==> src/hdl/local_binary_pattern_3x3_top_defines.svh <==
// Assertion macros for the 3x3 local binary pattern block.
// Used by the top level only; expects clk_i and rst_ni in scope.
`ifndef LOCAL_BINARY_PATTERN_3X3_TOP_DEFINES_SVH
`define LOCAL_BINARY_PATTERN_3X3_TOP_DEFINES_SVH

// Same-cycle implication, disabled while in reset
`define LBP3_ASSERT_IMP(name, ante, cons) \
  name: assert property (@(posedge clk_i) disable iff (!rst_ni) (ante) |-> (cons)) \
    else $error("lbp3 same-cycle check failed");

// Next-cycle implication, disabled while in reset
`define LBP3_ASSERT_NXT(name, ante, cons) \
  name: assert property (@(posedge clk_i) disable iff (!rst_ni) (ante) |=> (cons)) \
    else $error("lbp3 next-cycle check failed");

`endif

==> src/hdl/lbp3_pkg.sv <==
// Shared types and constants of the 3x3 local binary pattern block.
// No dependencies; imported by every module of the block but lbp3_ram.
package lbp3_pkg;

  localparam int LBP3_MAX_WIDTH  = 1024;
  localparam int LBP3_MAX_HEIGHT = 4096;
  localparam int QUEUE_DEPTH     = 4;

  localparam int PIX_W      = 8;
  localparam int ROW_W      = 12;
  localparam int COL_OUT_W  = 10;
  localparam int WIDTH_W    = 11;
  localparam int HEIGHT_W   = 13;
  localparam int CFG_W      = 13;
  localparam int CFG_IDX_W  = 2;

  localparam logic [WIDTH_W-1:0]  WIDTH_RESET  = 11'd640;
  localparam logic [HEIGHT_W-1:0] HEIGHT_RESET = 13'd480;

  // Configuration register indexes
  typedef enum logic [CFG_IDX_W-1:0] {
    REG_IMAGE_WIDTH  = 2'd0,
    REG_IMAGE_HEIGHT = 2'd1
  } lbp3_reg_e;

  // One result item
  typedef struct packed {
    logic [PIX_W-1:0]     code;
    logic [ROW_W-1:0]     row;
    logic [COL_OUT_W-1:0] col;
    logic                 last;
  } lbp3_res_t;

  // Front to queue: push strobe with its item
  typedef struct packed {
    logic      valid;
    lbp3_res_t res;
  } lbp3_push_t;

endpackage

==> src/hdl/lbp3_back.sv <==
// Output stage: takes items from the queue and holds them for the receiver.
// Depends on lbp3_pkg.
module lbp3_back
  import lbp3_pkg::*;
(
  input  logic                 clk_i,
  input  logic                 rst_ni,
  input  lbp3_res_t            head_i,
  input  logic                 nonempty_i,
  output logic                 pop_o,
  output logic                 lbp_valid_o,
  input  logic                 lbp_stall_i,
  output logic [PIX_W-1:0]     lbp_code_o,
  output logic [ROW_W-1:0]     center_row_o,
  output logic [COL_OUT_W-1:0] center_col_o,
  output logic                 frame_last_o
);

  logic      out_valid_q;
  lbp3_res_t out_q;

  // Load when the register is empty or being drained
  assign pop_o = nonempty_i && (!out_valid_q || !lbp_stall_i);

  always_ff @(posedge clk_i or negedge rst_ni) begin
    if (!rst_ni) begin
      out_valid_q <= 1'b0;
    end else if (pop_o) begin
      out_valid_q <= 1'b1;
    end else if (!lbp_stall_i) begin
      out_valid_q <= 1'b0;
    end
  end

  always_ff @(posedge clk_i) begin
    if (pop_o) begin
      out_q <= head_i;
    end
  end

  assign lbp_valid_o  = out_valid_q;
  assign lbp_code_o   = out_q.code;
  assign center_row_o = out_q.row;
  assign center_col_o = out_q.col;
  assign frame_last_o = out_q.last;

endmodule

==> config.mk <==
export PLATFORM = sky130hd
export DESIGN_NAME = lbp3_back
export DESIGN_NICKNAME = d
export VERILOG_FILES = /design/src/hdl/local_binary_pattern_3x3_top_defines.svh /design/src/hdl/lbp3_pkg.sv /design/src/hdl/lbp3_back.sv
export SDC_FILE = /design/constraint.sdc
export NUM_CORES = 1
export LEC_CHECK = 0
export BUFFER_PORTS_ARGS = -buffer_cell sky130_fd_sc_hd__buf_4
export CORE_UTILIZATION = 39
export CTS_CLUSTER_SIZE = 20
export DETAILED_ROUTE_END_ITERATION = 8
export GPL_ROUTABILITY_DRIVEN = 0
export PLACE_DENSITY = 0.82
export SYNTH_ARGS = -nofsm -noshare
export SYNTH_HDL_FRONTEND = slang
export SYNTH_SLANG_ARGS = --single-unit
export TNS_END_PERCENT = 1
==> constraint.sdc <==
create_clock -name clk_i -period 2.14 [get_ports clk_i]
set_input_delay 0.214 -clock clk_i [delete_from_list [all_inputs] [get_ports clk_i]]
set_output_delay 0.214 -clock clk_i [all_outputs]
set_load 0.005 [all_outputs]
==> qor.yml, run 1 <==
synth:
  ys_ff_latch: 32
  synth_top_family_by_area: "compound AO/OA/AOI/OAI gates"
  syn_avg_cell_area_sq_um: 28.7
  synth_simple_gate_area_share_pct: 0
  ys_seq_area_share_pct: 98.1
  netlist_instances: 34
  synth_warnings: 0
  synthTopCellsByCount: "edfxtp_1, a21boi_2, a21o_1, dfrtp_1"
  yosysTopAreaCellShare_pct: 95.5
  synth_mux_area_share_pct: 0
  synth.area.top_cells: "edfxtp_1, dfrtp_1, a21boi_2"
  async_reset_ff_share_pct: 3.13
  synth.most_common_cell: "edfxtp_1"
  syn_area_sq_um: 975
  yosysUniqueCellTypes: 4
  synth_nets: 69
  synth_xor_xnor_area_share_pct: 0
  synth_edf_count: 31
  synth-main-ff-cell: "edfxtp_1"
  synth_top_cell_by_area: "edfxtp_1"
  synth-adder-area-share_pct: 0
  synth-compound-area-share_pct: 1.93
detailed_routing:
  first_pass_iters: 2
  drtIter0Drc: 9
  drt_wl_total_microns: 1870
  drc: 0
  wire_per_inst_microns: 13.5
  antenna_left: 0
  vias: 604
  viasPerCell: 4.35
worst_setup_path:
  worstPathArrival_ns: 1.44
  start_kind: "flip-flop"
  path_cells: "a21boi_4, buf_4"
  path_max_fanout: 16
  crit_type: "reg2out"
  end_kind: "primary output"
  required_ns: 1.93
  crit_slowest_cell: "a21boi_4"
  slowest_delay_ns: 0.49
timing:
  rsz0062_at_grt: "false"
  slew_violations: 0
  report.final.setup_viol: 0
  fin_hold_ws_ns: 0.0620
  setup_ws_ns: 0.484
  fin_crit_ns: 1.66
  fin_crit_sh_pct: 77.4
  clock_skew_ns: 0.00913
  fin_tns_setup_ns: 0
  tightest_slew_ns: 0.557
  hold_viol_final: 0
  relSlewSlack_pct: 62.8
  clock.fmax_mhz: 604
floorplanning:
  die_h_microns: 52.0
  start_util_pct: 42.8
  core_area_sq_um: 2280
  dieArea_sq_um: 2700
  top_level_ports: 68
  die_w_microns: 52.0
  rows: 17
clock_tree:
  cts_tree: "yes"
  cts_max_path_buffers: 2
  cts_inserted_buffers: 5
  cts_max_level: 2
  insertion_delay_ns: 0.32
  clk_pin_slew_ns: 0.09
  cts_root_buf: "clkbuf_4"
  cts_sinks: 32
  cts_resized: 0
power:
  power_density_nw_per_um2: 729
  leakage_nw: 0.682
  vdd_drop_max_uv: 623
global_route:
  busiest_layer: "met2"
  track_usage_pct: 15.2
  overflow: 0
  use_met1_pct: 13.1
  grt_util_met3_pct: 9.36
  grt_antenna_before_repair: 0
  grt_max_degree: 18
  grt_pass1_wl_microns: 2550
  grt_pass1_vias: 596
  grt_util_met2_pct: 23.9
placed_design:
  preCtsSetupSlack_ns: 0.730
  placed_cell_area_sq_um: 1540
  io_buffer_count: 67
job:
  cap_violations: 0
final_layout:
  syn_to_final_growth_pct: 64.1
  nFillCells: 147
  post-route-util_pct: 70.3
  diodes: 0
  drive_above_1_share_pct: 66.7
  final_area_sq_um: 1600
  fin_nets: 145
worst_hold_path:
  hold_path_class: "in2reg"
outcome:
  run_status: "finished, final reports clean"
final timing paths:
kind | from | to | slack (ns) | cells after the start
worst max-delay path | lbp_valid_o$_DFFE_PN0P_ | pop_o | 0.48 | 2
worst min-delay path | head_i[6] | center_col_o[5]$_DFFE_PP_ | 0.06 | 1
worst max register to register | lbp_valid_o$_DFFE_PN0P_ | frame_last_o$_DFFE_PP_ | 0.71 | 2
worst min register to register | lbp_valid_o$_DFFE_PN0P_ | lbp_valid_o$_DFFE_PN0P_ | 0.59 | 1
max in group asynchronous | rst_ni | lbp_valid_o$_DFFE_PN0P_ | 1.86 | 2
min in group asynchronous | rst_ni | lbp_valid_o$_DFFE_PN0P_ | 0.20 | 2
flip-flops by register name, summed over array words and instances (netlist names):
register,cells
center_col_o,10
center_row_o,12
frame_last_o,1
lbp_code_o,8
lbp_valid_o,1
metal layers:
layer / share of wire [%] / up-vias
met5: 0 / -
met1: 33 / 258
met2: 47 / 53
li1: - / 288
met4: 3.7 / 0
met3: 15 / 5
power breakdown:
group          switching (mW)  leakage (nW)  internal [mW]
registers             0.00968         0.306          0.728
logic                  0.0426         0.349         0.0851
clock network           0.169        0.0265          0.131
cell families after synthesis:
logic type / Yosys count
compound gates: 2
flops: 32
critical path, delay by kind of cell (launching register included):
family,cells,cell delay [ns]
AO/OA/AOI/OAI,1,0.49
flip-flops,1,0.43
buffers and inverters,1,0.21
layout by cell type, fill, tap and decap left out:
| cell type | n |
|---|---|
| a21o_1 | 1 |
| clkbuf_4 | 5 |
| edfxtp_1 | 31 |
| dfrtp_1 | 1 |
| buf_12 | 1 |
| dlygate4sd3_1 | 1 |
| clkbuf_1 | 3 |
| buf_4 | 67 |
| a21boi_4 | 1 |
cell type report:
class                   instances  area [sq um]  area share (%)
clock buffers                   8          48.8            3.05
flip-flops and latches         32           956            59.8
repair buffers                 69           533            33.3
multi-input cells               2          26.3            1.64
well taps                      28          35.0            2.19
per-stage QoR:
stage,total power [mW],std cells
3_3_place_gp,0.875,130
5_1_grt,1.21,139
3_5_place_dp,0.880,130
4_1_cts,1.18,139
2_1_floorplan,0.770,34
6_report,1.17,139
what timing repair did:
item	in CTS	in global routing
hold buffers	1	0
endpoints found under the hold margin	1	0
setup buffers	0	0
Power figures use the tool's default switching activity.
==> inputs of run 2 (changes only) <==
CORE_UTILIZATION = 35   (was 39)
PLACE_DENSITY = 0.78   (was 0.82)
clock period = 1.4 ns   (was 2.14 ns; I/O delays follow)
==> qor.yml, run 2 (synthesis gave the netlist of run 1 again) <==
outcome:
  run_status: "finished, final reports clean"
worst_setup_path:
  r2r_end: "lbp_code_o[2]$_DFFE_PP_"
  worstPathArrival_ns: 1.20  # -0.24 ns
  crit_type: "reg2out"
  required_ns: 1.26  # -0.67 ns
  start_kind: "flip-flop"
  reg2reg_depth: 3  # +1
  end_kind: "primary output"
  r2r_setup_slack_ns: 0.07  # -0.64 ns
  r2r-start: "lbp_valid_o$_DFFE_PN0P_"
  path_max_fanout: 3  # -13
power:
  power_density_nw_per_um2: 987  # +35%
  vdd_drop_max_uv: 897  # +44%
  clkPwrFrac_pct: 26.9  # +1.1 points
  seqPwrFrac_pct: 57.9  # -5.4 points
  p_sw_share_pct: 20.2  # +1.2 points
  p_int_mw: 1.56  # +65%
  switchingPower_mw: 0.395  # +78%
  power_frac_comb_pct: 15.2  # +4.2 points
  leakage_nw: 0.855  # +25%
global_route:
  grt_antenna_before_repair: 0  # unchanged
  grt_max_degree: 13  # -5
  track_usage_pct: 20.7  # +5.4 points
  grt_pass1_wl_microns: 3870  # +52%
  overflow: 0  # unchanged
  grt_pass1_vias: 781  # +31%
floorplanning:
  die_w_microns: 54.8  # +5.3%
  top_level_ports: 68  # unchanged
  start_util_pct: 38.3  # -4.5 points
  core_area_sq_um: 2540  # +12%
  dieArea_sq_um: 3000  # +11%
  die_h_microns: 54.8  # +5.3%
  rows: 18  # +1
clock_tree:
  cts_root_buf: "clkbuf_4"
  insertion_delay_ns: 0.32  # about the same
  cts_sinks: 32  # unchanged
  cts_max_level: 2  # unchanged
  cts_max_path_buffers: 2  # unchanged
  cts_tree: "yes"
  cts_inserted_buffers: 5  # unchanged
  clk_pin_slew_ns: 0.09  # about the same
final_layout:
  diodes: 0  # unchanged
  instances_no_fill: 176  # +27%
  largest_reg_flops: 12  # unchanged
  nFillCells: 136  # -7.5%
  most-common-layout-cells: "buf_4, dlygate4sd3_1, edfxtp_1"
  drive_above_1_share_pct: 56.2  # -11 points
  syn_to_final_growth_pct: 103
  post-route-util_pct: 77.8  # +7.6 points
  fin_nets: 180  # +24%
  layout_commonest_cell: "buf_4"
placed_design:
  dp.cells: 133  # +2.3%
  io_buffer_count: 67  # unchanged
timing:
  fin_tns_setup_ns: 0  # unchanged
  report.final.setup_viol: 0  # unchanged
  fin_crit_sh_pct: 95.7
  slew_violations: 0  # unchanged
  clock.fmax_mhz: 746
  rsz0062_at_grt: "false"
  tightest_slew_ns: 0.175  # -0.382 ns
  relSlewSlack_pct: 88.3  # +26 points
  fin_crit_ns: 1.34
  clock_skew_ns: 0.00641  # -0.00272 ns
  hold_viol_final: 0  # unchanged
worst_hold_path:
  hold_path_class: "in2reg"
  hold_path.startpoint: "nonempty_i"
  hold_end: "lbp_valid_o$_DFFE_PN0P_"
  hold-path-cell-count: 2  # +1
detailed_routing:
  viasPerCell: 4.36  # +0.42%
  drc: 0  # unchanged
  antenna_left: 0  # unchanged
  drt_wl_total_microns: 2780  # +48%
  vias: 768  # +27%
  drtIter0Drc: 10  # +1
  wire_per_inst_microns: 15.8  # +17%
  first_pass_iters: 4  # +2
job:
  cap_violations: 0  # unchanged
run 2: cell count changes in the layout (fill, tap and decap cells not counted), sizes merged:
cell and change:
buf +3, bufbuf +1, clkbuf -2, clkinv +2
dlygate4sd3 +31
run 2: worst max-delay path by stage:
stage | start | to | slack (ns) | cells past startpoint
after CTS | lbp_valid_o$_DFFE_PN0P_ | pop_o | 0.01 | 3
after global routing | lbp_valid_o$_DFFE_PN0P_ | pop_o | 0.004 | 3
after floorplan | lbp_valid_o$_DFFE_PN0P_ | center_col_o[0]$_DFFE_PP_ | -0.03 | 1
after global placement | lbp_valid_o$_DFFE_PN0P_ | center_row_o[5]$_DFFE_PP_ | 0.28 | 2
final | lbp_valid_o$_DFFE_PN0P_ | pop_o | 0.06 | 3
after detailed placement | lbp_valid_o$_DFFE_PN0P_ | center_row_o[5]$_DFFE_PP_ | 0.25 | 2
run 2: cell type report:
| cell class | instances | area, sq um | area share (%) |
|---|---|---|---|
| Tap cell | 30 | 37.5 | 1.90 |
| Clock inverter | 2 | 10.0 | 0.505 |
| Sequential cell | 32 | 957 | 48.3 |
| Multi-Input combinational cell | 2 | 26.3 | 1.33 |
| Timing Repair Buffer | 104 | 898 | 45.4 |
| Clock buffer | 6 | 51.3 | 2.59 |
run 2: critical path, stage by stage, from the launching register on:
cell and delay (ns):
dfrtp_2 0.45, a21boi_4 0.21, buf_12 0.12, buf_4 0.10
run 2: through the flow:
stage	power, mW	instance area [sq um]	worst slack, ns	hold WS (ns)
6_report	1.95	1980	0.0597	0.0316
5_1_grt	2.04	1980	0.00383	0.00783
4_1_cts	1.95	1960	0.0110	0.000903
3_5_place_dp	1.35	1550	0.245	-0.0803
3_3_place_gp	1.34	1550	0.283	-0.0845
2_1_floorplan	1.18	982	-0.0308	-0.156
run 2: routing by layer:
| layer | vias to the layer above | global-route usage, % | part of all wire (%) |
|---|---|---|---|
| met1 | 355 | 21.8 | 34 |
| met5 | - | 0 | 0 |
| li1 | 358 | - | - |
| met3 | 2 | 11.7 | 13 |
| met4 | 0 | 7.69 | 0.58 |
| met2 | 53 | 33.9 | 52 |
run 2: repair_timing:
action,4_1_cts,5_1_grt
pin swaps,1,1
hold buffers,32,0
endpoints found under the hold margin,32,0
resized for setup,0,1
endpoints found under the setup margin,1,1
buffers inserted,0,2
gates cloned,1,0
run 2: power by group through the flow:
stage	Combinational, mW	Clock (mW)	Sequential, mW
floorplan	0.0220	0	1.16
global placement	0.193	0	1.15
detailed placement	0.197	0	1.15
CTS	0.284	0.539	1.13
global route	0.317	0.590	1.14
finish	0.297	0.526	1.13
==> inputs of run 3 (changes only) <==
CELL_PAD_IN_SITES_DETAIL_PLACEMENT = 1   (was default)
CELL_PAD_IN_SITES_GLOBAL_PLACEMENT = 2   (was default)
CORE_UTILIZATION = 23   (was 35)
GPL_TIMING_DRIVEN = 0   (was default)
MAX_ROUTING_LAYER = met4   (was default)
==> qor.yml, run 3 (synthesis gave the netlist of run 1 again) <==
floorplanning:
  die_w_microns: 67.1  # +23%
  top_level_ports: 68  # unchanged
  rows: 23  # +5
  start_util_pct: 24.2  # -14 points
  core_area_sq_um: 4030  # +58%
  dieArea_sq_um: 4500  # +50%
  die_h_microns: 67.1  # +23%
detailed_routing:
  drtIter0Drc: 11  # +1
  wire_per_inst_microns: 14.0  # -11%
  drt_wl_total_microns: 2300  # -17%
  vias: 640  # -17%
  antenna_left: 0  # unchanged
  viasPerCell: 3.90  # -11%
  drc: 0  # unchanged
  first_pass_iters: 2  # -2
final_layout:
  most-common-layout-cells: "buf_4, edfxtp_1, clkbuf_8"
  diodes: 0  # unchanged
  layout_commonest_cell: "buf_4"
  drive_above_1_share_pct: 69.3  # +13 points
  syn_to_final_growth_pct: 73.8
  fin_nets: 148  # -18%
  largest_reg_flops: 12  # unchanged
power:
  vdd_drop_max_uv: 568  # -37%
  leakage_nw: 0.719  # -16%
  power_density_nw_per_um2: 1180  # +20%
  switchingPower_mw: 0.410  # +3.7%
  power_frac_comb_pct: 10.4  # -4.8 points
  fin_total_pwr_mw: 2.00  # +2.2%
  clkPwrFrac_pct: 32.9  # +6.0 points
  seqPwrFrac_pct: 56.6  # -1.3 points
  p_int_mw: 1.59  # +1.9%
  p_sw_share_pct: 20.5  # +0.29 points
worst_setup_path:
  required_ns: 1.26  # about the same
  r2r_setup_slack_ns: 0.20  # +0.13 ns
  end_kind: "primary output"
  reg2reg_depth: 2  # -1
  start_kind: "flip-flop"
  crit_type: "reg2out"
  worstPathArrival_ns: 1.12  # -0.08 ns
  r2r-start: "lbp_valid_o$_DFFE_PN0P_"
  r2r_end: "center_row_o[2]$_DFFE_PP_"
  path_max_fanout: 4  # +1
timing:
  rsz0062_at_grt: "false"
  report.final.setup_viol: 0  # unchanged
  relSlewSlack_pct: 81.1  # -7.2 points
  hold_viol_final: 0  # unchanged
  tightest_slew_ns: 0.284  # +0.109 ns
  clock.fmax_mhz: 796  # +6.7%
  setup_ws_ns: 0.144  # +0.0844 ns
  slew_violations: 0  # unchanged
  fin_tns_setup_ns: 0  # unchanged
  fin_crit_ns: 1.26  # -0.0844 ns
  fin_crit_sh_pct: 89.7  # -6.0 points
  clock_skew_ns: 0.00363  # -0.00278 ns
worst_hold_path:
  hold_path.startpoint: "head_i[7]"
  hold_end: "center_col_o[6]$_DFFE_PP_"
  hold_path_class: "in2reg"
  hold-path-cell-count: 1  # -1
clock_tree:
  cts_max_path_buffers: 2  # unchanged
  clk_pin_slew_ns: 0.07  # -0.02 ns
  cts_sinks: 32  # unchanged
  insertion_delay_ns: 0.28  # -0.04 ns
  cts_root_buf: "clkbuf_8"
  cts_max_level: 2  # unchanged
  cts_inserted_buffers: 5  # unchanged
  cts_tree: "yes"
global_route:
  grt_max_degree: 17  # +4
  grt_pass1_vias: 622  # -20%
  track_usage_pct: 11.0  # -9.6 points
  grt_antenna_before_repair: 0  # unchanged
  grt_pass1_wl_microns: 3170  # -18%
  overflow: 0  # unchanged
placed_design:
  io_buffer_count: 67  # unchanged
  preCtsSetupSlack_ns: -0.251  # -0.497 ns
outcome:
  run_status: "finished, final reports clean"
job:
  cap_violations: 0  # unchanged
run 3: stage by stage:
stage	cell area (sq um)	hold WS [ns]	cells	utilization [%]
after floorplan	982	-0.156	34	-
after global placement	1550	-0.0850	151	38.4
after detailed placement	1550	-0.0820	151	38.4
after CTS	1670	0.0224	163	41.6
after global routing	1690	0.0152	164	42.0
final	1690	0.0329	164	42.0
run 3: how the worst max path moves through the flow:
stage | cells past startpoint | end | startpoint
4_1_cts | 1 | center_row_o[6]$_DFFE_PP_ | lbp_valid_o$_DFFE_PN0P_
6_report | 2 | pop_o | lbp_valid_o$_DFFE_PN0P_
2_1_floorplan | 1 | center_col_o[0]$_DFFE_PP_ | lbp_valid_o$_DFFE_PN0P_
3_5_place_dp | 1 | center_col_o[0]$_DFFE_PP_ | lbp_valid_o$_DFFE_PN0P_
5_1_grt | 2 | pop_o | lbp_valid_o$_DFFE_PN0P_
3_3_place_gp | 1 | center_col_o[0]$_DFFE_PP_ | lbp_valid_o$_DFFE_PN0P_
run 3: repair_timing:
item                       4_1_cts  5_1_grt
setup buffers                    2        1
gates cloned                     1        0
hold endpoints to repair         1        0
hold buffers                     1        0
setup endpoints to repair       32       16
pin swaps                        1        1
resized for setup                1        0
run 3: worst max-delay path, stage by stage, from the launching register on:
cell and delay, ns:
dfrtp_1 0.48, a21boi_4 0.22, buf_4 0.14
run 3: power by group through the flow:
stage	clock network, mW	registers [mW]	logic [mW]
after floorplan	0	1.16	0.0220
after global placement	0	1.15	0.181
after detailed placement	0	1.15	0.189
after CTS	0.687	1.13	0.205
after global routing	0.723	1.14	0.227
final	0.658	1.13	0.209
run 3: layout make-up:
| cell class | count | area [sq um] |
|---|---|---|
| fill | 423 | 2330 |
| sequential | 32 | 956 |
| timing repair buffer | 71 | 548 |
| clock buffer | 5 | 68.8 |
| tap | 50 | 62.6 |
| multi-input combinational | 3 | 45.0 |
| clock inverter | 3 | 13.8 |
run 3: layer usage:
metal / GRT usage, % / up-vias / wire, microns
li1: - / 296 / -
met1: 10.5 / 309 / 722
met2: 19.0 / 32 / 1370
met3: 5.48 / 3 / 196
met4: 3.99 / 0 / 13
met5: - / - / 0
