===== src/hdl/local_binary_pattern_3x3_top_defines.svh =====
// Assertion macros for the 3x3 local binary pattern block.
// Used by the top level only; expects clk_i and rst_ni in scope.
`ifndef LOCAL_BINARY_PATTERN_3X3_TOP_DEFINES_SVH
`define LOCAL_BINARY_PATTERN_3X3_TOP_DEFINES_SVH

// Same-cycle implication, disabled while in reset
`define LBP3_ASSERT_IMP(name, ante, cons) \
  name: assert property (@(posedge clk_i) disable iff (!rst_ni) (ante) |-> (cons)) \
    else $error("lbp3 same-cycle check failed");

// Next-cycle implication, disabled while in reset
`define LBP3_ASSERT_NXT(name, ante, cons) \
  name: assert property (@(posedge clk_i) disable iff (!rst_ni) (ante) |=> (cons)) \
    else $error("lbp3 next-cycle check failed");

`endif


===== src/hdl/lbp3_pkg.sv =====
// Shared types and constants of the 3x3 local binary pattern block.
// No dependencies; imported by every module of the block but lbp3_ram.
package lbp3_pkg;

  localparam int LBP3_MAX_WIDTH  = 1024;
  localparam int LBP3_MAX_HEIGHT = 4096;
  localparam int QUEUE_DEPTH     = 4;

  localparam int PIX_W      = 8;
  localparam int ROW_W      = 12;
  localparam int COL_OUT_W  = 10;
  localparam int WIDTH_W    = 11;
  localparam int HEIGHT_W   = 13;
  localparam int CFG_W      = 13;
  localparam int CFG_IDX_W  = 2;

  localparam logic [WIDTH_W-1:0]  WIDTH_RESET  = 11'd640;
  localparam logic [HEIGHT_W-1:0] HEIGHT_RESET = 13'd480;

  // Configuration register indexes
  typedef enum logic [CFG_IDX_W-1:0] {
    REG_IMAGE_WIDTH  = 2'd0,
    REG_IMAGE_HEIGHT = 2'd1
  } lbp3_reg_e;

  // One result item
  typedef struct packed {
    logic [PIX_W-1:0]     code;
    logic [ROW_W-1:0]     row;
    logic [COL_OUT_W-1:0] col;
    logic                 last;
  } lbp3_res_t;

  // Front to queue: push strobe with its item
  typedef struct packed {
    logic      valid;
    lbp3_res_t res;
  } lbp3_push_t;

endpackage


===== src/hdl/lbp3_fifo.sv =====
// Short queue of result items between the front end and the output stage.
// Depends on lbp3_pkg.
module lbp3_fifo
  import lbp3_pkg::*;
#(
  localparam int PW  = (QUEUE_DEPTH > 1) ? $clog2(QUEUE_DEPTH) : 1,
  localparam int QCW = $clog2(QUEUE_DEPTH + 1)
) (
  input  logic           clk_i,
  input  logic           rst_ni,
  input  lbp3_push_t     push_i,
  input  logic           pop_i,
  output lbp3_res_t      head_o,
  output logic           nonempty_o,
  output logic [QCW-1:0] count_o
);

  lbp3_res_t      mem_q [QUEUE_DEPTH];
  logic [PW-1:0]  wr_ptr_q;
  logic [PW-1:0]  rd_ptr_q;
  logic [QCW-1:0] count_q;

  // Storage
  always_ff @(posedge clk_i) begin
    if (push_i.valid) begin
      mem_q[wr_ptr_q] <= push_i.res;
    end
  end

  // Pointers and fill count; hold the count when push and pop coincide
  always_ff @(posedge clk_i or negedge rst_ni) begin
    if (!rst_ni) begin
      wr_ptr_q <= '0;
      rd_ptr_q <= '0;
      count_q  <= '0;
    end else begin
      if (push_i.valid) begin
        wr_ptr_q <= (wr_ptr_q == PW'(QUEUE_DEPTH - 1)) ? '0 : wr_ptr_q + PW'(1);
      end
      if (pop_i) begin
        rd_ptr_q <= (rd_ptr_q == PW'(QUEUE_DEPTH - 1)) ? '0 : rd_ptr_q + PW'(1);
      end
      if (push_i.valid && !pop_i) begin
        count_q <= count_q + QCW'(1);
      end else if (pop_i && !push_i.valid) begin
        count_q <= count_q - QCW'(1);
      end
    end
  end

  assign head_o     = mem_q[rd_ptr_q];
  assign nonempty_o = (count_q != '0);
  assign count_o    = count_q;

endmodule


===== config.mk =====
export PLATFORM = sky130hd
export DESIGN_NAME = lbp3_fifo
export DESIGN_NICKNAME = d
export VERILOG_FILES = /design/src/hdl/local_binary_pattern_3x3_top_defines.svh /design/src/hdl/lbp3_pkg.sv /design/src/hdl/lbp3_fifo.sv
export SDC_FILE = /design/constraint.sdc
export NUM_CORES = 1
export LEC_CHECK = 0
export BUFFER_PORTS_ARGS = -buffer_cell sky130_fd_sc_hd__buf_4
export CORE_MARGIN = 4
export CORE_UTILIZATION = 50
export CTS_CLUSTER_SIZE = 10
export DETAILED_ROUTE_END_ITERATION = 6
export GPL_TIMING_DRIVEN = 0
export HOLD_SLACK_MARGIN = 0.08
export PLACE_DENSITY = 0.74
export SLEW_MARGIN = 20
export SYNTH_ARGS = -nofsm -noshare
export SYNTH_HDL_FRONTEND = slang
export SYNTH_SLANG_ARGS = --single-unit

===== constraint.sdc =====
create_clock -name clk_i -period 1.71 [get_ports clk_i]
set_input_delay 0.171 -clock clk_i [delete_from_list [all_inputs] [get_ports clk_i]]
set_output_delay 0.171 -clock clk_i [all_outputs]
set_load 0.01 [all_outputs]

==> flow_summary.json, run 1 <==
{
  "globalplace.congestion": 0.6607,
  "cts_buffers": 17,
  "placeableCoreArea_um2": 9415,
  "grt_overflow": 0,
  "vias": 2408,
  "startpoint_type": "flop",
  "yosys.cell_types.count": 20,
  "n_antenna_cell": 0,
  "grt_max_degree": 32,
  "placement.io_buffers": 69,
  "status": "finished, violations left",
  "via_per_inst": 5.134,
  "cp_slowest_stage_delay_ns": 0.53,
  "fmax_ghz": 0.4915,
  "power.leakage_nw": 2.418,
  "met2_usage_pct": 28.55,
  "first_global_vias": 2641,
  "drt_first_pass_iters": 4,
  "worst_ir_drop_vdd_uv": 1101,
  "worst_slack_ns": -0.3247,
  "critPathBufInv": 3,
  "fin_area_um2": 6709,
  "whs_path_depth": 2,
  "synth_top_cell_by_area": "edfxtp_1",
  "p_total_mw": 11.40,
  "final_cell_mix": "edfxtp_1 (124), buf_4 (45), dlygate4sd3_1 (35)",
  "die_x_um": 107.2,
  "synthToLayoutAreaGrowth_pct": 36.30,
  "n_fill_cell": 564,
  "slew_violations": 0,
  "final.min_clock_period_ns": 2.035,
  "ys.warnings.count": 0,
  "hpwlAfterDp_um": 5110,
  "crit_cells": 4,
  "ys_ff_latch": 131,
  "use_met3_pct": 5.238,
  "critical_path.top_delay_family": "multiplexers",
  "hold_path.class": "in -> reg",
  "layout.nets": 369,
  "worst_setup_path_end_kind": "output port",
  "antenna_found_initial": 0,
  "arrival_ns": 1.86,
  "multi_input_area_um2": 919.6,
  "synth_nets": 240,
  "post-route-period-util_pct": 119.0,
  "clock_sinks": 131,
  "crit_path_cell_trace": "buf_6, buf_12, mux4_2, buf_6",
  "drt_first_iter_violations": 102,
  "rsz0062_at_grt": "true",
  "grt_first_pass_wirelength_um": 14100,
  "clockBufferDepth": 2,
  "slowest_stage": "mux4_2",
  "globalRouteMet1Util_pct": 20.54,
  "cts_tree": "built",
  "drc": 0,
  "insertion_delay_ns": 0.50,
  "path_clk_slew_ns": 0.06,
  "maxCapViolations": 0,
  "whs_ns": 0.4091,
  "die_h_um": 107.2,
  "violations": "negative setup slack",
  "post-place-ws_ns": -0.07201,
  "cts_root_buf": "clkbuf_8",
  "antenna_left": 0,
  "synth_area_um2": 4922,
  "regArea_um2": 3899,
  "drt-total-wl_um": 8812,
  "final_common_cell": "edfxtp_1",
  "path_common_cell": "buf_6",
  "ys_seq_area_share_pct": 79.21,
  "synth_top_area_share_pct": 75.65,
  "reg2regPathDepth": 3,
  "hold_viol": 0,
  "place_area_um2": 5627,
  "worst_pin_slew_ns": 0.4976,
  "grt_busiest_layer": "met2",
  "required_ns": 1.54,
  "initial_core_util_pct": 52.28,
  "fin_skew_ns": 0.007472,
  "layout-drive-gt1-share_pct": 42.65,
  "criticalPathCategory": "reg -> out",
  "synth_cells": 198,
  "routedWlPerCell_um": 18.79,
  "maxSlewHeadroom_pct": 66.83,
  "rows": 35,
  "powerDensity_nw_per_um2": 1699,
  "synth_area_leaders": "edfxtp_1 (76%), mux4_2 (13%), dfrtp_1 (3.6%), mux4_1 (1.6%), ha_1 (1.5%)",
  "setup_viol": 31,
  "h-tree-depth": 4,
  "io_pins": 70,
  "gr-usage-all-layers_pct": 16.91,
  "syn_area_per_cell_um2": 24.86,
  "die_area_um2": 11500,
  "critPathMaxFanout": 10
}
[synthesized netlist by cell type]
cell type and instances:
buf_12 3, edfxtp_1 124, inv_1 4, and2_1 4, mux4_2 28, xor2_1 2, o21ai_0 2, nand2_1 2
ha_1 6, mux2_2 2, a21o_1 1, nor3_1 1, mux4_1 3, dfrtp_1 7, xnor2_1 1, buf_6 1
fa_1 1, buf_2 3, or3_1 1, nor2_1 2
[sequential cells by signal, summed over array words and instances, names as in the netlist]
signal and flops:
wr_ptr_q 2, mem_q 124, rd_ptr_q 2, count_o 3
[cell families after synthesis]
| kind of cell | Yosys count | synth area share (%) |
|---|---|---|
| xor+xnor | 3 | 0.5339 |
| mux | 33 | 14.87 |
| flops | 131 | 79.21 |
| fa+ha+maj | 7 | 1.932 |
| compound gates | 3 | 0.3559 |
| simple gates | 10 | 1.042 |
| buf+inv | 11 | 2.059 |
[report_power, final]
| group | internal, mW | total (mW) | switching, mW |
|---|---|---|---|
| clock | 2.33 | 3.55 | 1.21 |
| sequential | 4.14 | 4.33 | 0.192 |
| combinational | 1.99 | 3.52 | 1.53 |
| total | 8.46 | 11.4 | 2.93 |
[cell type report]
class / count / share of cell area [%]
Buffer: 7 / 1.324
Clock buffer: 19 / 6.285
Clock inverter: 13 / 2.462
Inverter: 4 / 0.2238
Multi-Input combinational cell: 56 / 13.71
Sequential cell: 131 / 58.11
Tap cell: 129 / 2.406
Timing Repair Buffer: 110 / 15.48
[layer usage]
metal,vias up,share of wire (%)
met5,-,0
met4,0,1.4
met3,12,5.0
met2,73,53
met1,1233,41
li1,1090,-
[what timing repair did]
item | CTS | global route
hold buffers | 35 | 0
endpoints found under the setup margin | 124 | 31
gates resized for setup | 33 | 4
buffers inserted | 3 | 2
endpoints found under the hold margin | 135 | 0
[per-stage QoR]
step	instances	utilization, %	TNS [ns]
finish	469	71.26	-9.077
global route	469	71.26	-11.58
CTS	467	71.10	-10.33
detailed placement	397	59.76	-5.263
global placement	396	59.53	-21.98
floorplan	198	-	0
[path summary, 6_finish.rpt]
kind | startpoint | to | slack (ns)
worst min register to register | count_o[2] | count_o[2] | 0.49
min in group asynchronous | rst_ni | wr_ptr_q[1] | 0.63
max in group asynchronous | rst_ni | rd_ptr_q[0] | 0.82
worst min-delay path | push_i[9] | mem_q[2][9] | 0.41
worst max-delay path | rd_ptr_q[0] | head_o[20] | -0.32
worst max register to register | wr_ptr_q[0] | mem_q[2][21] | 0.21
Note: power is estimated with default switching activity, not from simulation.
==> run 2, diff against run 1 <==
Settings changed: CELL_PAD_IN_SITES_DETAIL_PLACEMENT from default to 0, CELL_PAD_IN_SITES_GLOBAL_PLACEMENT from default to 1, CORE_UTILIZATION 50 to 45, CTS_BUF_LIST from default to sky130_fd_sc_hd__clkbuf_16, PLACE_DENSITY 0.74 to default, PLACE_DENSITY_LB_ADDON from default to 0.1.
==> flow_summary.json, run 2 (synthesis results as in run 1) <==
{
  "status": "finished, violations left",
  "violations": "negative setup slack",
  "layout-drive-gt1-share_pct": 44.57,
  "grt_first_pass_wirelength_um": 14000,
  "fin_cells": 477,
  "layout.nets": 370,
  "worst_slack_ns": -0.2394,
  "cts_root_buf": "clkbuf_16",
  "drt_first_pass_iters": 4,
  "utilization_pct": 64.47,
  "placement.io_buffers": 69,
  "dpl.cell_count": 404,
  "drt-total-wl_um": 8775,
  "final_cell_mix": "edfxtp_1 (124), buf_4 (44), dlygate4sd3_1 (34)",
  "final_common_cell": "edfxtp_1",
  "antenna_left": 0,
  "placeableCoreArea_um2": 10510,
  "rsz0062_at_grt": "true",
  "routedWlPerCell_um": 18.40,
  "worst_ir_drop_vdd_uv": 893.9,
  "worst_pin_slew_ns": 0.5000,
  "startpoint_type": "flop",
  "die_h_um": 112.6,
  "via_per_inst": 4.891,
  "antenna_found_initial": 0,
  "required_ns": 1.54,
  "slew_violations": 0,
  "h-tree-depth": 4,
  "globalplace.congestion": 0.6124,
  "maxSlewHeadroom_pct": 66.67,
  "power.leakage_nw": 2.435,
  "gr-usage-all-layers_pct": 14.73,
  "drt_first_iter_violations": 90,
  "p_total_mw": 11.40,
  "place_area_um2": 5635,
  "die_x_um": 112.6,
  "setup_viol": 31,
  "io_pins": 70,
  "grt_overflow": 0,
  "worst_setup_path_end_kind": "output port",
  "drc": 0,
  "path_clk_slew_ns": 0.06,
  "post-route-period-util_pct": 114.0,
  "fin_area_um2": 6775,
  "vias": 2333,
  "cts_buffers": 17,
  "die_area_um2": 12680,
  "arrival_ns": 1.78,
  "rows": 37,
  "first_global_vias": 2634,
  "hold_viol": 0,
  "powerDensity_nw_per_um2": 1682,
  "fin_skew_ns": 0.007649,
  "critPathMaxFanout": 9,
  "largest_reg_flops": 124,
  "grt_max_degree": 32,
  "criticalPathCategory": "reg -> out",
  "hold_path.class": "in -> async",
  "whs_ns": 0.1051,
  "largest_register": "mem_q",
  "insertion_delay_ns": 0.40,
  "final.min_clock_period_ns": 1.949,
  "synthToLayoutAreaGrowth_pct": 37.65,
  "fmax_ghz": 0.5130,
  "clockBufferDepth": 2,
  "initial_core_util_pct": 46.84,
  "clock_sinks": 131,
  "hpwlAfterDp_um": 5040,
  "maxCapViolations": 0,
  "cts_tree": "built",
  "n_antenna_cell": 0
}
==> run 2: final timing paths <==
path                        startpoint           end  slack (ns)  cells past startpoint
hold reg to reg             count_o[2]    count_o[2]        0.50                      1
min in group clk_i          count_o[2]    count_o[2]        0.50                      1
setup / recovery           rd_ptr_q[0]     head_o[6]       -0.24                      4
setup reg to reg           wr_ptr_q[0]  mem_q[2][16]        0.19                      3
hold / removal                  rst_ni   wr_ptr_q[1]        0.11                      2
max in group asynchronous       rst_ni   rd_ptr_q[1]        1.48                      2
==> run 2: what timing repair did <==
action | in CTS | in global routing
resized for setup | 36 | 5
buffers inserted | 3 | 1
endpoints found under the setup margin | 124 | 32
pin swaps | 0 | 3
gates cloned | 0 | 3
hold buffers | 34 | 0
endpoints found under the hold margin | 134 | 0
==> run 2: metal layers <==
metal	routed length (µm)	track usage, %	up-vias
li1	-	-	1095
met1	3798	18.30	1174
met2	4552	24.61	60
met3	375	4.906	4
met4	48	4.567	0
met5	0	0	-
==> run 2: critical path: stages (launching register included) <==
cell and delay (ns):
dfrtp_1 0.39, buf_12 0.17, clkbuf_16 0.17, mux4_2 0.51, buf_6 0.14
==> run 2: power breakdown <==
part	switching, mW	leakage (nW)	internal, mW
registers	0.189	1.22	4.13
clock network	1.28	0.267	2.13
logic	1.56	0.945	2.12
total	3.02	2.43	8.38
==> run 2: area by class of cell <==
type                            instances  area, µm²
Sequential cell                       131       3899
Fill cell                             728       3734
Timing Repair Buffer                  111       1096
Multi-Input combinational cell         56      928.4
Clock buffer                           17      425.4
Tap cell                              136      170.2
Clock inverter                         15      143.9
Buffer                                  7      97.59
Inverter                                4      15.01
==> run 2: stage by stage <==
step	setup slack [ns]	setup TNS, ns
CTS	-0.2431	-6.671
global route	-0.2976	-8.589
detailed placement	-0.1175	-7.603
finish	-0.2394	-6.571
global placement	-0.6089	-27.07
floorplan	0.009264	0
==> run 3, diff against run 2 <==
Settings changed: ABC_AREA from default to 1, CORE_UTILIZATION 45 to 42.
==> flow_summary.json, run 3 <==
{
  "cts_root_buf": "clkbuf_16",
  "die_area_um2": 14750,
  "worst_slack_ns": -0.07453,
  "maxSlewHeadroom_pct": 70.81,
  "drc": 0,
  "die_x_um": 121.5,
  "synth_nets": 455,
  "synthToLayoutAreaGrowth_pct": 38.00,
  "rsz0062_at_grt": "true",
  "worst_setup_path_end_kind": "output port",
  "final_cell_mix": "edfxtp_1 (124), nand2_1 (107), inv_1 (69)",
  "criticalPathCategory": "reg -> out",
  "routedWlPerCell_um": 15.75,
  "final.min_clock_period_ns": 1.785,
  "initial_core_util_pct": 42.84,
  "clock_sinks": 131,
  "final_common_cell": "edfxtp_1",
  "globalplace.congestion": 0.7165,
  "layout.nets": 588,
  "setup_tns_ns": -0.9100,
  "drt-total-wl_um": 11510,
  "drt_first_pass_iters": 4,
  "first_global_vias": 3478,
  "p_sw_mw": 3.929,
  "largest_register": "mem_q",
  "clockBufferDepth": 2,
  "critPathMaxFanout": 7,
  "synth-async-reset-ratio_pct": 5.344,
  "pwr-share-seq_pct": 33.9,
  "maxCapViolations": 0,
  "largest_reg_flops": 124,
  "hold_viol": 0,
  "post-place-ws_ns": 0.08255,
  "insertion_delay_ns": 0.41,
  "placement.io_buffers": 69,
  "required_ns": 1.54,
  "whs_ns": 0.1115,
  "post-route-period-util_pct": 104.4,
  "n_antenna_cell": 0,
  "drt_first_iter_violations": 178,
  "cts_tree": "built",
  "status": "finished, violations left",
  "vias": 3413,
  "dpl.cell_count": 658,
  "worst_ir_drop_vdd_uv": 847.5,
  "synth_most_common_cell": "edfxtp_1",
  "path_clk_slew_ns": 0.06,
  "fmax_ghz": 0.5604,
  "internal_power_mw": 8.810,
  "power.leakage_nw": 3.124,
  "startpoint_type": "flop",
  "fin_cells": 731,
  "synth_top_area_share_pct": 68.87,
  "slew_violations": 0,
  "synthFlopType": "edfxtp_1",
  "fin_skew_ns": 0.01761,
  "grt_first_pass_wirelength_um": 18250,
  "via_per_inst": 4.669,
  "ys_seq_area_share_pct": 72.11,
  "die_h_um": 121.5,
  "grt_overflow": 0,
  "synth_cells": 413,
  "synth-edff-count": 124,
  "gr-usage-all-layers_pct": 16.60,
  "worst_pin_slew_ns": 0.4371,
  "hpwlAfterDp_um": 6989,
  "arrival_ns": 1.61,
  "cts_buffers": 17,
  "powerDensity_nw_per_um2": 1707,
  "violations": "negative setup slack",
  "layout-drive-gt1-share_pct": 27.19,
  "synthTopCellsByCount": "edfxtp_1 (124), nand2_1 (110), inv_1 (73)",
  "p_clk_share_pct": 30.4,
  "antenna_left": 0,
  "ys.warnings.count": 0,
  "rows": 41,
  "synth_top_cell_by_area": "edfxtp_1",
  "synth_area_um2": 5406,
  "synth_area_leaders": "edfxtp_1 (69%), nand2_1 (7.6%), o211ai_1 (6.7%), inv_1 (5.1%), dfrtp_1 (3.2%)",
  "ys_ff_latch": 131,
  "h-tree-depth": 4,
  "switching_share_pct": 30.85,
  "placeableCoreArea_um2": 12620,
  "grt_max_degree": 27,
  "antenna_found_initial": 0,
  "utilization_pct": 59.12,
  "io_pins": 70,
  "hold_path.class": "in -> async",
  "comb_power_share_pct": 35.7,
  "syn_area_per_cell_um2": 13.09,
  "yosys.cell_types.count": 18,
  "setup_viol": 30
}
run 3: cell types whose count changed after synthesis, sizes merged, moves of 2 or more:
cell    previous run  this run
nand2              2       110
o21ai              2         4
inv                4        75
o211ai             0        62
and2               4         0
buf                7        19
xor2               2         0
mux2               2         0
mux4              31         0
run 3: per-stage QoR:
step	area, µm²	total power, mW
floorplan	5406	6.578
global placement	6140	8.235
detailed placement	6242	8.399
CTS	7381	12.75
global route	7461	13.44
finish	7461	12.74
run 3: power by group through the flow:
| stage | combinational [mW] | sequential (mW) | clock [mW] |
|---|---|---|---|
| final | 4.55 | 4.32 | 3.87 |
| after CTS | 4.48 | 4.33 | 3.94 |
| after global placement | 3.84 | 4.39 | 0 |
| after floorplan | 2.21 | 4.37 | 0 |
| after global routing | 5.00 | 4.37 | 4.07 |
| after detailed placement | 4.01 | 4.39 | 0 |
run 3: what timing repair did:
action	in CTS	in global routing
cloned	0	2
hold buffers	34	0
setup buffers	5	0
resized for setup	39	10
endpoints found under the hold margin	135	0
setup endpoints to repair	31	64
pin swaps	6	12
run 3: worst paths after layout:
| check | from | end | slack [ns] | cells after the start |
|---|---|---|---|---|
| setup / recovery | rd_ptr_q[0] | head_o[27] | -0.07 | 8 |
| hold reg to reg | count_o[2] | count_o[2] | 0.50 | 2 |
| hold / removal | rst_ni | wr_ptr_q[1] | 0.11 | 2 |
| min in group clk_i | count_o[2] | count_o[2] | 0.50 | 2 |
| setup reg to reg | wr_ptr_q[0] | mem_q[2][19] | 0.20 | 5 |
| max in group asynchronous | rst_ni | count_o[2] | 1.47 | 2 |
run 3: logic make-up (layout without fill, tap and decap cells):
kind of cell,count (synthesis),count (layout),share of synthesized area (%)
flip-flops,131,131,72.11
AND/OR/NAND/NOR,114,114,7.984
buffers and inverters,94,240,7.707
AO/OA/AOI/OAI,66,66,10.28
adder cells (fa/ha/maj),7,7,1.759
XOR/XNOR,1,1,0.1620
run 3: area by class of cell:
class / count / area [µm²]
plain buffers: 19 / 230.2
repair buffers: 114 / 1090
well taps: 172 / 215.2
clock inverters: 15 / 214.0
fillers: 1062 / 5159
inverters: 75 / 289.0
clock buffers: 17 / 425.4
flip-flops and latches: 131 / 3899
multi-input cells: 188 / 1099
run 3: worst max-delay path, cell delays in order, from the launching register on:
cell,delay [ns]
dfrtp_1,0.41
inv_4,0.10
buf_12,0.14
buf_6,0.12
buf_6,0.10
nand2_2,0.04
o211ai_1,0.06
nand2_1,0.11
buf_6,0.13
run 3: layer usage:
metal / track usage (%) / part of all wire (%) / up-vias
met5: 0 / 0 / -
met4: 5.462 / 0.66 / 0
met3: 4.196 / 4.2 / 6
met2: 28.32 / 52 / 67
met1: 20.67 / 44 / 1642
li1: - / - / 1698
